<file path="src/rtl/wbbc_pkg.sv">
// Shared types and constants for the write-back block cache policy core.
// Holds default parameters, request op codes, the result word layout and
// the scan flag bundle. No dependencies.
package wbbc_pkg;

    // Default configuration
    localparam int SLOTS_DEF   = 4;
    localparam int SPB_DEF     = 8;
    localparam int TOTAL_DEF   = 2048;

    // Fixed field widths
    localparam int SECTOR_W    = 12;
    localparam int AGE_W       = 32;
    localparam int IN_DATA_W   = 16;
    localparam int OUT_DATA_W  = 32;

    // Request op codes
    typedef logic [1:0] op_t;
    localparam op_t OP_READ   = 2'd0;
    localparam op_t OP_WRITE  = 2'd1;
    localparam op_t OP_COMMIT = 2'd2;
    localparam op_t OP_FLUSH  = 2'd3;

    // Result word, status in bit 0
    typedef struct packed {
        logic [1:0] pad;
        logic [2:0] dirty_count;
        logic [7:0] commit_block;
        logic [1:0] commit_slot;
        logic       commit_valid;
        logic [7:0] fill_block;
        logic       fill_needed;
        logic [2:0] sector_offset;
        logic [1:0] slot;
        logic       hit;
        logic       status;
    } result_t;

    // Found bits of the slot scan
    typedef struct packed {
        logic hit;
        logic empty;
        logic clean;
        logic dirty;
    } scan_flags_t;

endpackage

</file>
<file path="src/rtl/wbbc_split.sv">
// Sector split unit: erase block number and offset within the block.
// Divides by the block size with a reciprocal multiply; uses wbbc_pkg.
module wbbc_split #(
    parameter int SPB   = wbbc_pkg::SPB_DEF,
    parameter int BLK_W = 8,
    parameter int OFF_W = 3
) (
    input  logic                          clk,
    input  logic                          load,
    input  logic [wbbc_pkg::SECTOR_W-1:0] sector,
    output logic [BLK_W-1:0]              blk,
    output logic [OFF_W-1:0]              offset
);
    import wbbc_pkg::*;

    localparam int DivShift = SECTOR_W + $clog2(SPB);
    localparam int DivMul   = ((1 << DivShift) + SPB - 1) / SPB;
    localparam int MulW     = DivShift + 1;
    localparam int ProdW    = SECTOR_W + MulW;

    logic [SECTOR_W-1:0] sector_reg;
    logic [ProdW-1:0]    prod_reg;
    logic [ProdW-1:0]    prod_next;
    logic [ProdW-1:0]    quot;
    logic [SECTOR_W-1:0] base;
    logic [SECTOR_W-1:0] diff;

    // Multiply by the rounded-up reciprocal of the block size
    assign prod_next = ProdW'(sector) * ProdW'(DivMul);

    always_ff @(posedge clk)
    begin
        if (load)
        begin
            sector_reg <= sector;
            prod_reg   <= prod_next;
        end
    end

    // Drop the fraction, then take the remainder back out
    assign quot   = prod_reg >> DivShift;
    assign blk    = quot[BLK_W-1:0];
    assign base   = quot[SECTOR_W-1:0] * SECTOR_W'(SPB);
    assign diff   = sector_reg - base;
    assign offset = diff[OFF_W-1:0];

endmodule

</file>
<file path="src/rtl/wbbc_scan.sv">
// Slot scan unit: one tag compare and one age compare per cycle.
// Tracks first hit, first empty, oldest clean and oldest dirty slot; uses wbbc_pkg.
module wbbc_scan #(
    parameter int IDX_W = 2,
    parameter int BLK_W = 8
) (
    input  logic                       clk,
    input  logic                       rst_n,
    input  logic                       clear,
    input  logic                       step,
    input  logic [IDX_W-1:0]           ptr,
    input  logic                       slot_valid,
    input  logic                       slot_dirty,
    input  logic [BLK_W-1:0]           slot_tag,
    input  logic [wbbc_pkg::AGE_W-1:0] slot_age,
    input  logic [BLK_W-1:0]           blk,
    output wbbc_pkg::scan_flags_t      flags,
    output logic [IDX_W-1:0]           hit_idx,
    output logic [IDX_W-1:0]           empty_idx,
    output logic [IDX_W-1:0]           clean_idx,
    output logic [IDX_W-1:0]           dirty_idx,
    output logic [BLK_W-1:0]           dirty_tag
);
    import wbbc_pkg::*;

    scan_flags_t        flags_reg;
    scan_flags_t        flags_next;
    logic [IDX_W-1:0]   hit_idx_reg;
    logic [IDX_W-1:0]   empty_idx_reg;
    logic [IDX_W-1:0]   clean_idx_reg;
    logic [IDX_W-1:0]   dirty_idx_reg;
    logic [BLK_W-1:0]   dirty_tag_reg;
    logic [AGE_W-1:0]   clean_age_reg;
    logic [AGE_W-1:0]   dirty_age_reg;

    logic               tag_eq;
    logic               best_found;
    logic [AGE_W-1:0]   best_age;
    logic               age_lt;
    logic               take_hit;
    logic               take_empty;
    logic               take;

    // Shared compare: match against the block, age against the class best
    assign tag_eq     = slot_valid && (slot_tag == blk);
    assign best_found = slot_dirty ? flags_reg.dirty : flags_reg.clean;
    assign best_age   = slot_dirty ? dirty_age_reg : clean_age_reg;
    assign age_lt     = slot_age < best_age;
    assign take       = slot_valid && (!best_found || age_lt);
    assign take_hit   = tag_eq && !flags_reg.hit;
    assign take_empty = !slot_valid && !flags_reg.empty;

    always_comb
    begin
        flags_next = flags_reg;
        if (clear)
        begin
            flags_next = '0;
        end
        else if (step)
        begin
            if (take_hit)
            begin
                flags_next.hit = 1'b1;
            end
            if (take_empty)
            begin
                flags_next.empty = 1'b1;
            end
            if (take && slot_dirty)
            begin
                flags_next.dirty = 1'b1;
            end
            if (take && !slot_dirty)
            begin
                flags_next.clean = 1'b1;
            end
        end
    end

    always_ff @(posedge clk or negedge rst_n)
    begin
        if (!rst_n)
        begin
            flags_reg <= '0;
        end
        else
        begin
            flags_reg <= flags_next;
        end
    end

    // Capture the winning slot of each class
    always_ff @(posedge clk)
    begin
        if (step)
        begin
            if (take_hit)
            begin
                hit_idx_reg <= ptr;
            end
            if (take_empty)
            begin
                empty_idx_reg <= ptr;
            end
            if (take && slot_dirty)
            begin
                dirty_idx_reg <= ptr;
                dirty_age_reg <= slot_age;
                dirty_tag_reg <= slot_tag;
            end
            if (take && !slot_dirty)
            begin
                clean_idx_reg <= ptr;
                clean_age_reg <= slot_age;
            end
        end
    end

    assign flags     = flags_reg;
    assign hit_idx   = hit_idx_reg;
    assign empty_idx = empty_idx_reg;
    assign clean_idx = clean_idx_reg;
    assign dirty_idx = dirty_idx_reg;
    assign dirty_tag = dirty_tag_reg;

endmodule

</file>
<file path="src/rtl/write_back_block_cache_policy_core.sv">
// Write-back block cache policy core: slot state, sequencer and result register.
// Instantiates wbbc_split and wbbc_scan; uses wbbc_pkg.
//
// Tag and replacement controller for a small fully associative write-back cache
// of erase blocks. Each request carries an op and a sector; results leave one
// at a time through a registered output, the final one of a request marked by
// tlast. Slots are walked by a single compare unit, one slot per clock; a read,
// write or commit-oldest request walks every slot, and a write that evicts a
// dirty slot reports its commit before its final result. A flush walks the
// slots once, up to and including the last dirty one, emitting one commit per
// dirty slot; an out-of-range sector or a flush with nothing dirty goes
// straight to the final result. A waiting result stalls the sequencer only
// when a new result is ready; the core takes the next request while its final
// result waits.
module write_back_block_cache_policy_core #(
    parameter int SLOTS             = wbbc_pkg::SLOTS_DEF,
    parameter int SECTORS_PER_BLOCK = wbbc_pkg::SPB_DEF,
    parameter int TOTAL_SECTORS     = wbbc_pkg::TOTAL_DEF
) (
    input  logic                            clk,
    input  logic                            rst_n,
    // op [1:0], sector [13:2], zero [15:14]
    input  logic [wbbc_pkg::IN_DATA_W-1:0]  s_tdata,
    input  logic                            s_tvalid,
    output logic                            s_tready,
    // status [0], hit [1], slot [3:2], sector_offset [6:4], fill_needed [7],
    // fill_block [15:8], commit_valid [16], commit_slot [18:17],
    // commit_block [26:19], dirty_count [29:27], zero [31:30]
    output logic [wbbc_pkg::OUT_DATA_W-1:0] m_tdata,
    output logic                            m_tlast,
    output logic                            m_tvalid,
    input  logic                            m_tready
);
    import wbbc_pkg::*;

    localparam int IdxW    = (SLOTS > 1) ? $clog2(SLOTS) : 1;
    localparam int CntW    = $clog2(SLOTS + 1);
    localparam int BlkRaw  = $clog2((TOTAL_SECTORS - 1) / SECTORS_PER_BLOCK + 1);
    localparam int BlkW    = (BlkRaw > 0) ? BlkRaw : 1;
    localparam int OffW    = (SECTORS_PER_BLOCK > 1) ? $clog2(SECTORS_PER_BLOCK) : 1;
    localparam logic [IdxW-1:0] LastIdx = IdxW'(SLOTS - 1);

    // Sequencer states
    localparam logic [2:0] ST_IDLE    = 3'd0;
    localparam logic [2:0] ST_SCAN    = 3'd1;
    localparam logic [2:0] ST_DECIDE  = 3'd2;
    localparam logic [2:0] ST_VCOMMIT = 3'd3;
    localparam logic [2:0] ST_RESULT  = 3'd4;
    localparam logic [2:0] ST_FLUSH   = 3'd5;

    // Narrow or widen internal values to the result field widths
    function automatic logic [1:0] slot_field(input logic [IdxW-1:0] i);
        logic [IdxW+1:0] w;
        w = {2'b00, i};
        return w[1:0];
    endfunction

    function automatic logic [7:0] blk_field(input logic [BlkW-1:0] b);
        logic [BlkW+7:0] w;
        w = {8'h00, b};
        return w[7:0];
    endfunction

    function automatic logic [2:0] cnt_field(input logic [CntW-1:0] c);
        logic [CntW+2:0] w;
        w = {3'b000, c};
        return w[2:0];
    endfunction

    function automatic logic [2:0] off_field(input logic [OffW-1:0] o);
        logic [OffW+2:0] w;
        w = {3'b000, o};
        return w[2:0];
    endfunction

    // Control state
    logic [2:0]        state_reg,     state_next;
    op_t               op_reg,        op_next;
    logic              reject_reg,    reject_next;
    logic [IdxW-1:0]   ptr_reg,       ptr_next;
    logic [IdxW-1:0]   idx_reg,       idx_next;
    logic              fill_reg,      fill_next;
    logic [SLOTS-1:0]  valid_reg,     valid_next;
    logic [SLOTS-1:0]  dirty_reg,     dirty_next;
    logic [CntW-1:0]   dcount_reg,    dcount_next;
    logic [AGE_W-1:0]  age_clock_reg, age_clock_next;
    logic              m_tvalid_reg;

    // Slot payload
    logic [BlkW-1:0]   tag_reg [SLOTS];
    logic [AGE_W-1:0]  age_reg [SLOTS];
    logic              slot_we;
    logic              tag_we;

    // Result register
    result_t           m_tdata_reg;
    logic              m_tlast_reg;
    result_t           res;
    logic              res_last;
    logic              emit;

    // Handshake and request fields
    logic              accept;
    logic              out_free;
    op_t               in_op;
    logic [SECTOR_W-1:0] in_sector;
    logic              in_range;

    // Unit outputs
    logic [BlkW-1:0]   blk;
    logic [OffW-1:0]   offset;
    scan_flags_t       flags;
    logic [IdxW-1:0]   hit_idx;
    logic [IdxW-1:0]   empty_idx;
    logic [IdxW-1:0]   clean_idx;
    logic [IdxW-1:0]   dirty_idx;
    logic [BlkW-1:0]   dirty_tag;
    logic [BlkW-1:0]   tag_rd;
    logic [AGE_W-1:0]  age_rd;
    logic [IdxW-1:0]   victim;

    assign s_tready  = (state_reg == ST_IDLE);
    assign accept    = s_tvalid && s_tready;
    assign out_free  = !m_tvalid_reg || m_tready;
    assign in_op     = op_t'(s_tdata[1:0]);
    assign in_sector = s_tdata[13:2];
    assign in_range  = {1'b0, in_sector} < (SECTOR_W + 1)'(TOTAL_SECTORS);

    // Single read port on the slot payload, at the walk pointer
    assign tag_rd = tag_reg[ptr_reg];
    assign age_rd = age_reg[ptr_reg];

    wbbc_split #(
        .SPB   (SECTORS_PER_BLOCK),
        .BLK_W (BlkW),
        .OFF_W (OffW)
    ) u_split (
        .clk    (clk),
        .load   (accept),
        .sector (in_sector),
        .blk    (blk),
        .offset (offset)
    );

    wbbc_scan #(
        .IDX_W (IdxW),
        .BLK_W (BlkW)
    ) u_scan (
        .clk        (clk),
        .rst_n      (rst_n),
        .clear      (accept),
        .step       (state_reg == ST_SCAN),
        .ptr        (ptr_reg),
        .slot_valid (valid_reg[ptr_reg]),
        .slot_dirty (dirty_reg[ptr_reg]),
        .slot_tag   (tag_rd),
        .slot_age   (age_rd),
        .blk        (blk),
        .flags      (flags),
        .hit_idx    (hit_idx),
        .empty_idx  (empty_idx),
        .clean_idx  (clean_idx),
        .dirty_idx  (dirty_idx),
        .dirty_tag  (dirty_tag)
    );

    // Replacement order: first empty, else oldest clean, else oldest dirty
    assign victim = flags.empty ? empty_idx : (flags.clean ? clean_idx : dirty_idx);

    // Sequencer
    always_comb
    begin
        state_next     = state_reg;
        op_next        = op_reg;
        reject_next    = reject_reg;
        ptr_next       = ptr_reg;
        idx_next       = idx_reg;
        fill_next      = fill_reg;
        valid_next     = valid_reg;
        dirty_next     = dirty_reg;
        dcount_next    = dcount_reg;
        age_clock_next = age_clock_reg;
        slot_we        = 1'b0;
        tag_we         = 1'b0;
        emit           = 1'b0;
        res            = '0;
        res_last       = 1'b0;

        unique case (state_reg)
            ST_IDLE:
            begin
                if (accept)
                begin
                    op_next     = in_op;
                    ptr_next    = '0;
                    reject_next = 1'b0;
                    priority if (in_op == OP_FLUSH)
                    begin
                        state_next = (dcount_reg == '0) ? ST_RESULT : ST_FLUSH;
                    end
                    else if (in_op == OP_COMMIT)
                    begin
                        state_next = ST_SCAN;
                    end
                    else if (!in_range)
                    begin
                        reject_next = 1'b1;
                        state_next  = ST_RESULT;
                    end
                    else
                    begin
                        state_next = ST_SCAN;
                    end
                end
            end

            // Walk one slot per cycle through the compare unit
            ST_SCAN:
            begin
                if (ptr_reg == LastIdx)
                begin
                    ptr_next   = '0;
                    state_next = ST_DECIDE;
                end
                else
                begin
                    ptr_next = ptr_reg + IdxW'(1);
                end
            end

            // Pick the target slot of a write
            ST_DECIDE:
            begin
                if (op_reg == OP_WRITE && !flags.hit)
                begin
                    idx_next   = victim;
                    fill_next  = 1'b1;
                    state_next = (!flags.empty && !flags.clean) ? ST_VCOMMIT : ST_RESULT;
                end
                else
                begin
                    idx_next   = hit_idx;
                    fill_next  = 1'b0;
                    state_next = ST_RESULT;
                end
            end

            // Report the dirty victim before the fill
            ST_VCOMMIT:
            begin
                if (out_free)
                begin
                    emit                = 1'b1;
                    res.commit_valid    = 1'b1;
                    res.commit_slot     = slot_field(idx_reg);
                    res.commit_block    = blk_field(dirty_tag);
                    dcount_next         = dcount_reg - CntW'(1);
                    res.dirty_count     = cnt_field(dcount_next);
                    dirty_next[idx_reg] = 1'b0;
                    state_next          = ST_RESULT;
                end
            end

            // Final result of the request
            ST_RESULT:
            begin
                if (out_free)
                begin
                    emit       = 1'b1;
                    res_last   = 1'b1;
                    state_next = ST_IDLE;
                    priority if (reject_reg)
                    begin
                        res.status      = 1'b1;
                        res.dirty_count = cnt_field(dcount_reg);
                    end
                    else
                    begin
                        unique case (op_reg)
                            OP_READ:
                            begin
                                res.hit           = flags.hit;
                                res.slot          = flags.hit ? slot_field(hit_idx) : 2'b00;
                                res.sector_offset = off_field(offset);
                                res.dirty_count   = cnt_field(dcount_reg);
                            end
                            OP_WRITE:
                            begin
                                slot_we             = 1'b1;
                                tag_we              = fill_reg;
                                age_clock_next      = age_clock_reg + AGE_W'(1);
                                valid_next[idx_reg] = 1'b1;
                                dirty_next[idx_reg] = 1'b1;
                                dcount_next         = dirty_reg[idx_reg] ? dcount_reg
                                                                         : dcount_reg + CntW'(1);
                                res.hit             = !fill_reg;
                                res.slot            = slot_field(idx_reg);
                                res.sector_offset   = off_field(offset);
                                res.fill_needed     = fill_reg;
                                res.fill_block      = fill_reg ? blk_field(blk) : 8'h00;
                                res.dirty_count     = cnt_field(dcount_next);
                            end
                            OP_COMMIT:
                            begin
                                if (flags.dirty)
                                begin
                                    res.commit_valid      = 1'b1;
                                    res.commit_slot       = slot_field(dirty_idx);
                                    res.commit_block      = blk_field(dirty_tag);
                                    dirty_next[dirty_idx] = 1'b0;
                                    dcount_next           = dcount_reg - CntW'(1);
                                end
                                res.dirty_count = cnt_field(dcount_next);
                            end
                            OP_FLUSH:
                            begin
                                res.dirty_count = cnt_field(dcount_reg);
                            end
                            default:
                            begin
                                res.dirty_count = cnt_field(dcount_reg);
                            end
                        endcase
                    end
                end
            end

            // Commit every dirty slot in index order
            ST_FLUSH:
            begin
                if (dirty_reg[ptr_reg])
                begin
                    if (out_free)
                    begin
                        emit                = 1'b1;
                        res_last            = (dcount_reg == CntW'(1));
                        res.commit_valid    = 1'b1;
                        res.commit_slot     = slot_field(ptr_reg);
                        res.commit_block    = blk_field(tag_rd);
                        dcount_next         = dcount_reg - CntW'(1);
                        res.dirty_count     = cnt_field(dcount_next);
                        dirty_next[ptr_reg] = 1'b0;
                        if (dcount_reg == CntW'(1))
                        begin
                            state_next = ST_IDLE;
                        end
                        else
                        begin
                            ptr_next = ptr_reg + IdxW'(1);
                        end
                    end
                end
                else
                begin
                    ptr_next = ptr_reg + IdxW'(1);
                end
            end

            default:
            begin
                state_next = ST_IDLE;
            end
        endcase
    end

    // Control registers
    always_ff @(posedge clk or negedge rst_n)
    begin
        if (!rst_n)
        begin
            state_reg     <= ST_IDLE;
            op_reg        <= OP_READ;
            reject_reg    <= 1'b0;
            ptr_reg       <= '0;
            idx_reg       <= '0;
            fill_reg      <= 1'b0;
            valid_reg     <= '0;
            dirty_reg     <= '0;
            dcount_reg    <= '0;
            age_clock_reg <= '0;
        end
        else
        begin
            state_reg     <= state_next;
            op_reg        <= op_next;
            reject_reg    <= reject_next;
            ptr_reg       <= ptr_next;
            idx_reg       <= idx_next;
            fill_reg      <= fill_next;
            valid_reg     <= valid_next;
            dirty_reg     <= dirty_next;
            dcount_reg    <= dcount_next;
            age_clock_reg <= age_clock_next;
        end
    end

    // Slot payload writes at the target slot
    always_ff @(posedge clk)
    begin
        if (slot_we)
        begin
            age_reg[idx_reg] <= age_clock_next;
        end
        if (tag_we)
        begin
            tag_reg[idx_reg] <= blk;
        end
    end

    // Output register: load a new result, drop it once taken
    always_ff @(posedge clk or negedge rst_n)
    begin
        if (!rst_n)
        begin
            m_tvalid_reg <= 1'b0;
        end
        else if (emit)
        begin
            m_tvalid_reg <= 1'b1;
        end
        else if (m_tready)
        begin
            m_tvalid_reg <= 1'b0;
        end
    end

    always_ff @(posedge clk)
    begin
        if (emit)
        begin
            m_tdata_reg <= res;
            m_tlast_reg <= res_last;
        end
    end

    assign m_tvalid = m_tvalid_reg;
    assign m_tdata  = m_tdata_reg;
    assign m_tlast  = m_tlast_reg;

endmodule
</file>
<file path="config.mk">
export PLATFORM = sky130hd
export DESIGN_NAME = write_back_block_cache_policy_core
export DESIGN_NICKNAME = d
export VERILOG_FILES = /design/src/rtl/wbbc_pkg.sv /design/src/rtl/wbbc_split.sv /design/src/rtl/wbbc_scan.sv /design/src/rtl/write_back_block_cache_policy_core.sv
export SDC_FILE = /design/constraint.sdc
export NUM_CORES = 1
export LEC_CHECK = 0
export BUFFER_PORTS_ARGS = -buffer_cell sky130_fd_sc_hd__buf_4
export CAP_MARGIN = 20
export CORE_ASPECT_RATIO = 0.9
export CORE_MARGIN = 2
export CORE_UTILIZATION = 55
export CTS_CLUSTER_DIAMETER = 120
export DETAILED_ROUTE_END_ITERATION = 6
export GPL_TIMING_DRIVEN = 0
export PLACE_DENSITY = 0.75
export SYNTH_ARGS = -nofsm -noshare
export SYNTH_HDL_FRONTEND = slang
export SYNTH_SLANG_ARGS = --single-unit
</file>
<file path="constraint.sdc">
create_clock -name clk -period 6.6 [get_ports clk]
set_clock_uncertainty 0.15 [all_clocks]
set_input_delay 0.33 -clock clk [delete_from_list [all_inputs] [get_ports clk]]
set_output_delay 0.33 -clock clk [all_outputs]
set_load 0.01 [all_outputs]
</file>
# Word-level counts from Yosys, hierarchy flattened

Memories as Yosys holds them, arrays and structs flattened.
Cells that the tools add are included.

$lt $le $gt $ge: 8
Add/subtract/negate cells: 5
Bitwise logic cells: 13
Divide/modulo/power cells: 0
$mul: 0
Reductions and logical operators: 53
Equal/unequal tests: 25
Muxes and demuxes: 102
Shifts and indexed selects: 0

Operator list:

| operator              | number |
|---|---|
| $mux 32               | 5 |
| $mux 3                | 19 |
| $mux 14               | 3 |
| $pmux 14 s3           | 1 |
| $mux 1                | 35 |
| $add 32x1->32 const B | 1 |
| $lt 32x32->1          | 1 |
| $mux 4                | 8 |
| $mux 30               | 1 |
| $mux 26               | 1 |
| $mux 11               | 2 |
| $reduce_and 2->1      | 10 |
| $mux 2                | 9 |
| $pmux 3 s3            | 2 |
| $pmux 3 s6            | 1 |
| $and 4x4->4           | 3 |
| $logic_and 1x1->1     | 12 |
| $lt 12x12->1 const B  | 1 |
| $ne 2x2->1 const B    | 6 |
| $not 4->4             | 3 |
| $pmux 4 s3            | 1 |
| $pmux 6 s2            | 1 |
| $reduce_bool 2->1     | 6 |
| $eq 2x2->1 const B    | 5 |
| other kinds (36)      | 69 |

Bits in read-only memories: 0
RAM bits: 160
Memories: 2
Output and inout port bits: 35
Latch bits: 0
Register bits after elaboration: 181
Input port bits: 20

Memory list:

| memory  | depth | bits a word | read ports | clocked after Yosys merged registers in | wr ports | RTL line                                 | text |
|---|---|---|---|---|---|---|---|
| age_reg | 4     | 32          | 1          | 0                                       | 1        | write_back_block_cache_policy_core.sv:91 | `logic [AGE_W-1:0] age_reg [SLOTS];` |
| tag_reg | 4     | 8           | 1          | 0                                       | 1        | write_back_block_cache_policy_core.sv:90 | `logic [BlkW-1:0] tag_reg [SLOTS];` |

# Logic depth before layout (Yosys ltp)

Word-level depth: 11
Gate-level depth with buffers: 11
Depth with buffers taken out: 8

# Hierarchy

Synthesis repeated with hierarchy kept, for this count alone.

Cells, all modules: 879
Area, all modules: 14300.0 sq um

Modules (own cells, without submodules):

| module                             | cells an instance | instances | area an instance (sq um) |
|---|---|---|---|
| write_back_block_cache_policy_core | 646               | 1         | 10296.1 |
| wbbc_scan                          | 222               | 1         | 3673.5 |
| wbbc_split                         | 11                | 1         | 330.3 |

# Worst setup path before layout

Ideal clock, no wire load.

Path kind: register -> register
Start point: reg ptr_reg[0]
End point: reg u_scan.dirty_age_reg[0], enable pin
Library setup time: 0.500 ns
Clock period less this slack: 6.564 ns
Setup slack: 0.036 ns
Path buffers: 3
Arrival: 5.914 ns
Cell stages (with the launch flop): 11
Required time: 5.950 ns
Path through: dfrtp_1 buf_4 buf_4 buf_1 mux4_2 ha_1 a21oi_1 o21ai_0 a221o_1 o2bb2ai_1 o21ai_0

Elaborated cells between the ends (all ways): 13
Those cells by class: 1 x order compare; 6 x mux; 5 x reduce/logical; 1 x memory

RTL lines:

| item                              | RTL line                                  | text |
|---|---|---|
| start: declaration                | write_back_block_cache_policy_core.sv:80  | `logic [IdxW-1:0] ptr_reg, ptr_next;` |
| start signal: assignment          | write_back_block_cache_policy_core.sv:387 | `ptr_reg <= ptr_next;` |
| $mem_v2 4x32                      | -                                         |  |
| via age_rd[11]                    | write_back_block_cache_policy_core.sv:119 | `logic [AGE_W-1:0] age_rd;` |
| $lt 32x32->1                      | wbbc_scan.sv:48                           | `assign age_lt = slot_age < best_age;` |
| $logic_or 1x1->1                  | wbbc_scan.sv:49                           | `assign take = slot_valid && (!best_found \|\| age_lt);` |
| $logic_and 1x1->1                 | wbbc_scan.sv:49                           |  |
| $logic_and 1x1->1                 | wbbc_scan.sv:106                          | `if (take && slot_dirty)` |
| $reduce_and 2->1 (no source line) | -                                         |  |
| end signal: assignment            | wbbc_scan.sv:109                          | `dirty_age_reg <= slot_age;` |
| end: declaration                  | wbbc_scan.sv:34                           | `logic [AGE_W-1:0] dirty_age_reg;` |

The timed path passes the listed nets, and every way through them passes these cells. The select of a mux whose other input is x is not followed.
A chain may end at the register's enable or synchronous reset.

# Worst setup path after layout

Start point: reg ptr_reg[1]
End point: reg u_scan.dirty_age_reg[8], enable pin

The elaborated chain is that of the path after synthesis.

==> results.cfg <==
[run_status]
outcome = complete, no violations

[power_and_ir_drop]
p_leak_nw = 6.232
p_sw_mw = 1.976
powerDensity_nw_per_um2 = 386.1
power_mw = 6.450
p_seq_share_pct = 44.1
comb_power_share_pct = 27.6
pwr-share-clk_pct = 28.3
power.internal_mw = 4.475
ir_drop_v = 0.0002046
switching_share_pct = 30.63

[floorplan]
dieWidth_um = 174.6
row_count = 56
dieHeight_um = 157.5
core_area_um2 = 25920
start_util_pct = 55.54
io_pins = 55
dieArea_um2 = 27490

[finish]
area_growth_pct = 16.02
fin_util_pct = 64.44
final_common_cell = edfxtp_1
multi_input_area_um2 = 4253
drive_above_1_share_pct = 19.11
regArea_um2 = 9945
mostFrequentLayoutCells = edfxtp_1 (282), dfrtp_1 (59), buf_4 (57)
largest_reg_flops = 128
antenna_cells = 0
final_net_count = 1074
fillers = 1817

[cts]
cts.sinks = 341
cts_buffers = 35
clock_latency_ns = 0.53
cts_max_path_buffers = 3
cts_setup_buffers = 0
clk_pin_slew_ns = 0.06
cts_root_buffer = clkbuf_16
cts_tree = built
h-tree-depth = 2

[synth]
synthFlopType = edfxtp_1
synth_seq_cells = 341
netlist_instances = 894
ys_warn_count = 0
seq_area_frac_synth_pct = 69.06
syn_avg_cell_area_um2 = 16.11
synth_edf_count = 282
ys_async_sr_fraction_pct = 17.30
yosysUniqueCellTypes = 65
synth_area_um2 = 14400

[routing]
wire_per_inst_um = 20.37
dr.first_iter.drc_count = 719
routed_wl_um = 28190
viasPerCell = 5.779
drcViolationCount = 0
final_antenna_net_count = 0
dr.pass1.iters = 5
routed-via-count = 7998

[global_routing]
track_usage_pct = 21.16
grt_pass1_wl_um = 44440
grt_pass1_vias = 7825
grt_max_degree = 60
grt-ovfl-total = 0
antenna_found_initial = 0

[timing]
fmax_ghz = 0.1856
hold_viol = 0
period_share_pct = 81.66
setup_viol = 0
rsz0062_at_grt = no
worstMarginPinSlew_ns = 0.8987
max_slew_margin_pct = 39.86
min_period_ns = 5.389
slew_viol_final = 0

[worst_setup_path]
start_kind = register
setup.worst_path.end_class = register
path_class = reg -> reg
critPathMaxFanout = 25
critPathArrivalTime_ns = 5.52
crit_required_ns = 6.73

[placed_design]
port-buffer-count = 50
place_hpwl_um = 19160
place.gp.congestion = 0.8851

[run]
drv_cap = 0

[worst_hold_path]
hold_class = in -> reg
[layout make-up]
cell class | instances | area share (%)
Inverter | 22 | 0.4943
Clock inverter | 15 | 0.7790
Multi-Input combinational cell | 494 | 25.46
Tap cell | 348 | 2.607
Buffer | 38 | 1.079
Sequential cell | 341 | 59.53
Timing Repair Buffer | 79 | 4.539
Clock buffer | 47 | 5.513
[layer usage]
metal | wire, um | vias up | global-route usage (%)
met3 | 1805 | 43 | 3.671
met4 | 549 | 0 | 6.190
met5 | 0 | - | 0
met1 | 12940 | 4009 | 31.83
li1 | - | 3698 | -
met2 | 12900 | 248 | 32.16
[critical path: stages, from the launching register on]
cell and delay (ns):
dfrtp_1 0.48, buf_2 0.36, buf_1 0.64, clkbuf_1 0.71
mux4_2 0.48, ha_1 0.36, nand4_1 0.14, nor4_1 0.60
o2111ai_1 0.21, o2bb2ai_1 0.41, o21ai_4 0.32, buf_16 0.27
[synthesized netlist by cell type (3+ instances only)]
cell        n  area share [%]
a211oi_1    3            0.16
a21oi_1    24            0.83
a22o_1      8            0.49
a31oi_1     3            0.13
a32oi_1     4            0.24
and2_1     12            0.52
and3_1      9            0.39
buf_1       7            0.18
buf_2       8            0.28
buf_4       5            0.26
clkbuf_1   16            0.42
dfrtp_1    59              10
edfxtp_1  282              59
ha_1       43             3.7
inv_1      21            0.55
mux2_2      6            0.47
mux2i_1    41             2.9
mux4_2     43             6.7
nand2_1    48             1.3
nand2b_1   11            0.48
nand3_1    17            0.59
nand4_1    18            0.78
nor2_1     39             1.0
nor2b_1     8            0.35
nor3_1     22            0.76
nor3_2      3            0.21
nor4_1      6            0.26
nor4_2      3            0.26
o21ai_0    31             1.1
or2_2       8            0.35
or3_1       5            0.22
xnor2_1    26             1.6
xor2_1     18             1.1
[timing repair]
action	in CTS	in global routing
resized for setup	0	0
hold buffers	15	0
endpoints found under the hold margin	73	0
[through the flow]
stage | setup slack (ns) | instance area [um2] | setup TNS (ns) | hold WS, ns | std cells
4_1_cts | 1.185 | 16700 | 0 | 0.07088 | 1384
3_5_place_dp | 1.200 | 15500 | 0 | 0.3048 | 1307
2_1_floorplan | 0.03618 | 14400 | 0 | -0.1156 | 895
6_report | 1.211 | 16700 | 0 | 0.08244 | 1384
5_1_grt | 0.8869 | 16700 | 0 | 0.08290 | 1384
3_3_place_gp | -2.798 | 15210 | -134.93 | 0.2980 | 1293
[logic make-up after synthesis]
kind of cell / count (synthesis) / share of synthesized area (%)
multiplexers: 90 / 10.05
AO/OA/AOI/OAI: 94 / 4.206
buffers and inverters: 60 / 1.825
adder cells (fa/ha/maj): 43 / 3.737
AND/OR/NAND/NOR: 221 / 8.420
other: 1 / 0.02604
XOR/XNOR: 44 / 2.676
flip-flops: 341 / 69.07
[final timing paths]
| kind | start | slack [ns] | endpoint | cells past startpoint |
|---|---|---|---|---|
| max in group asynchronous | rst_n | 5.41 | idx_reg[0] | 2 |
| min in group asynchronous | rst_n | 0.31 | state_reg[0] | 2 |
| max reg2reg | ptr_reg[1] | 1.21 | u_scan.dirty_age_reg[8] | 11 |
| max | ptr_reg[1] | 1.21 | u_scan.dirty_age_reg[8] | 11 |
| min | s_tvalid | 0.08 | u_scan.flags[3] | 3 |
| min reg2reg | valid_reg[1] | 0.32 | valid_reg[1] | 1 |
[power by group through the flow]
stage               combinational (mW)  sequential (mW)  clock [mW]
finish                            1.78             2.84        1.82
CTS                               1.79             2.84        1.86
global route                      1.97             2.87        1.94
detailed placement                1.77             2.89           0
floorplan                         1.18             2.89           0
global placement                  1.66             2.91           0
(Power assumes the default switching activity.)
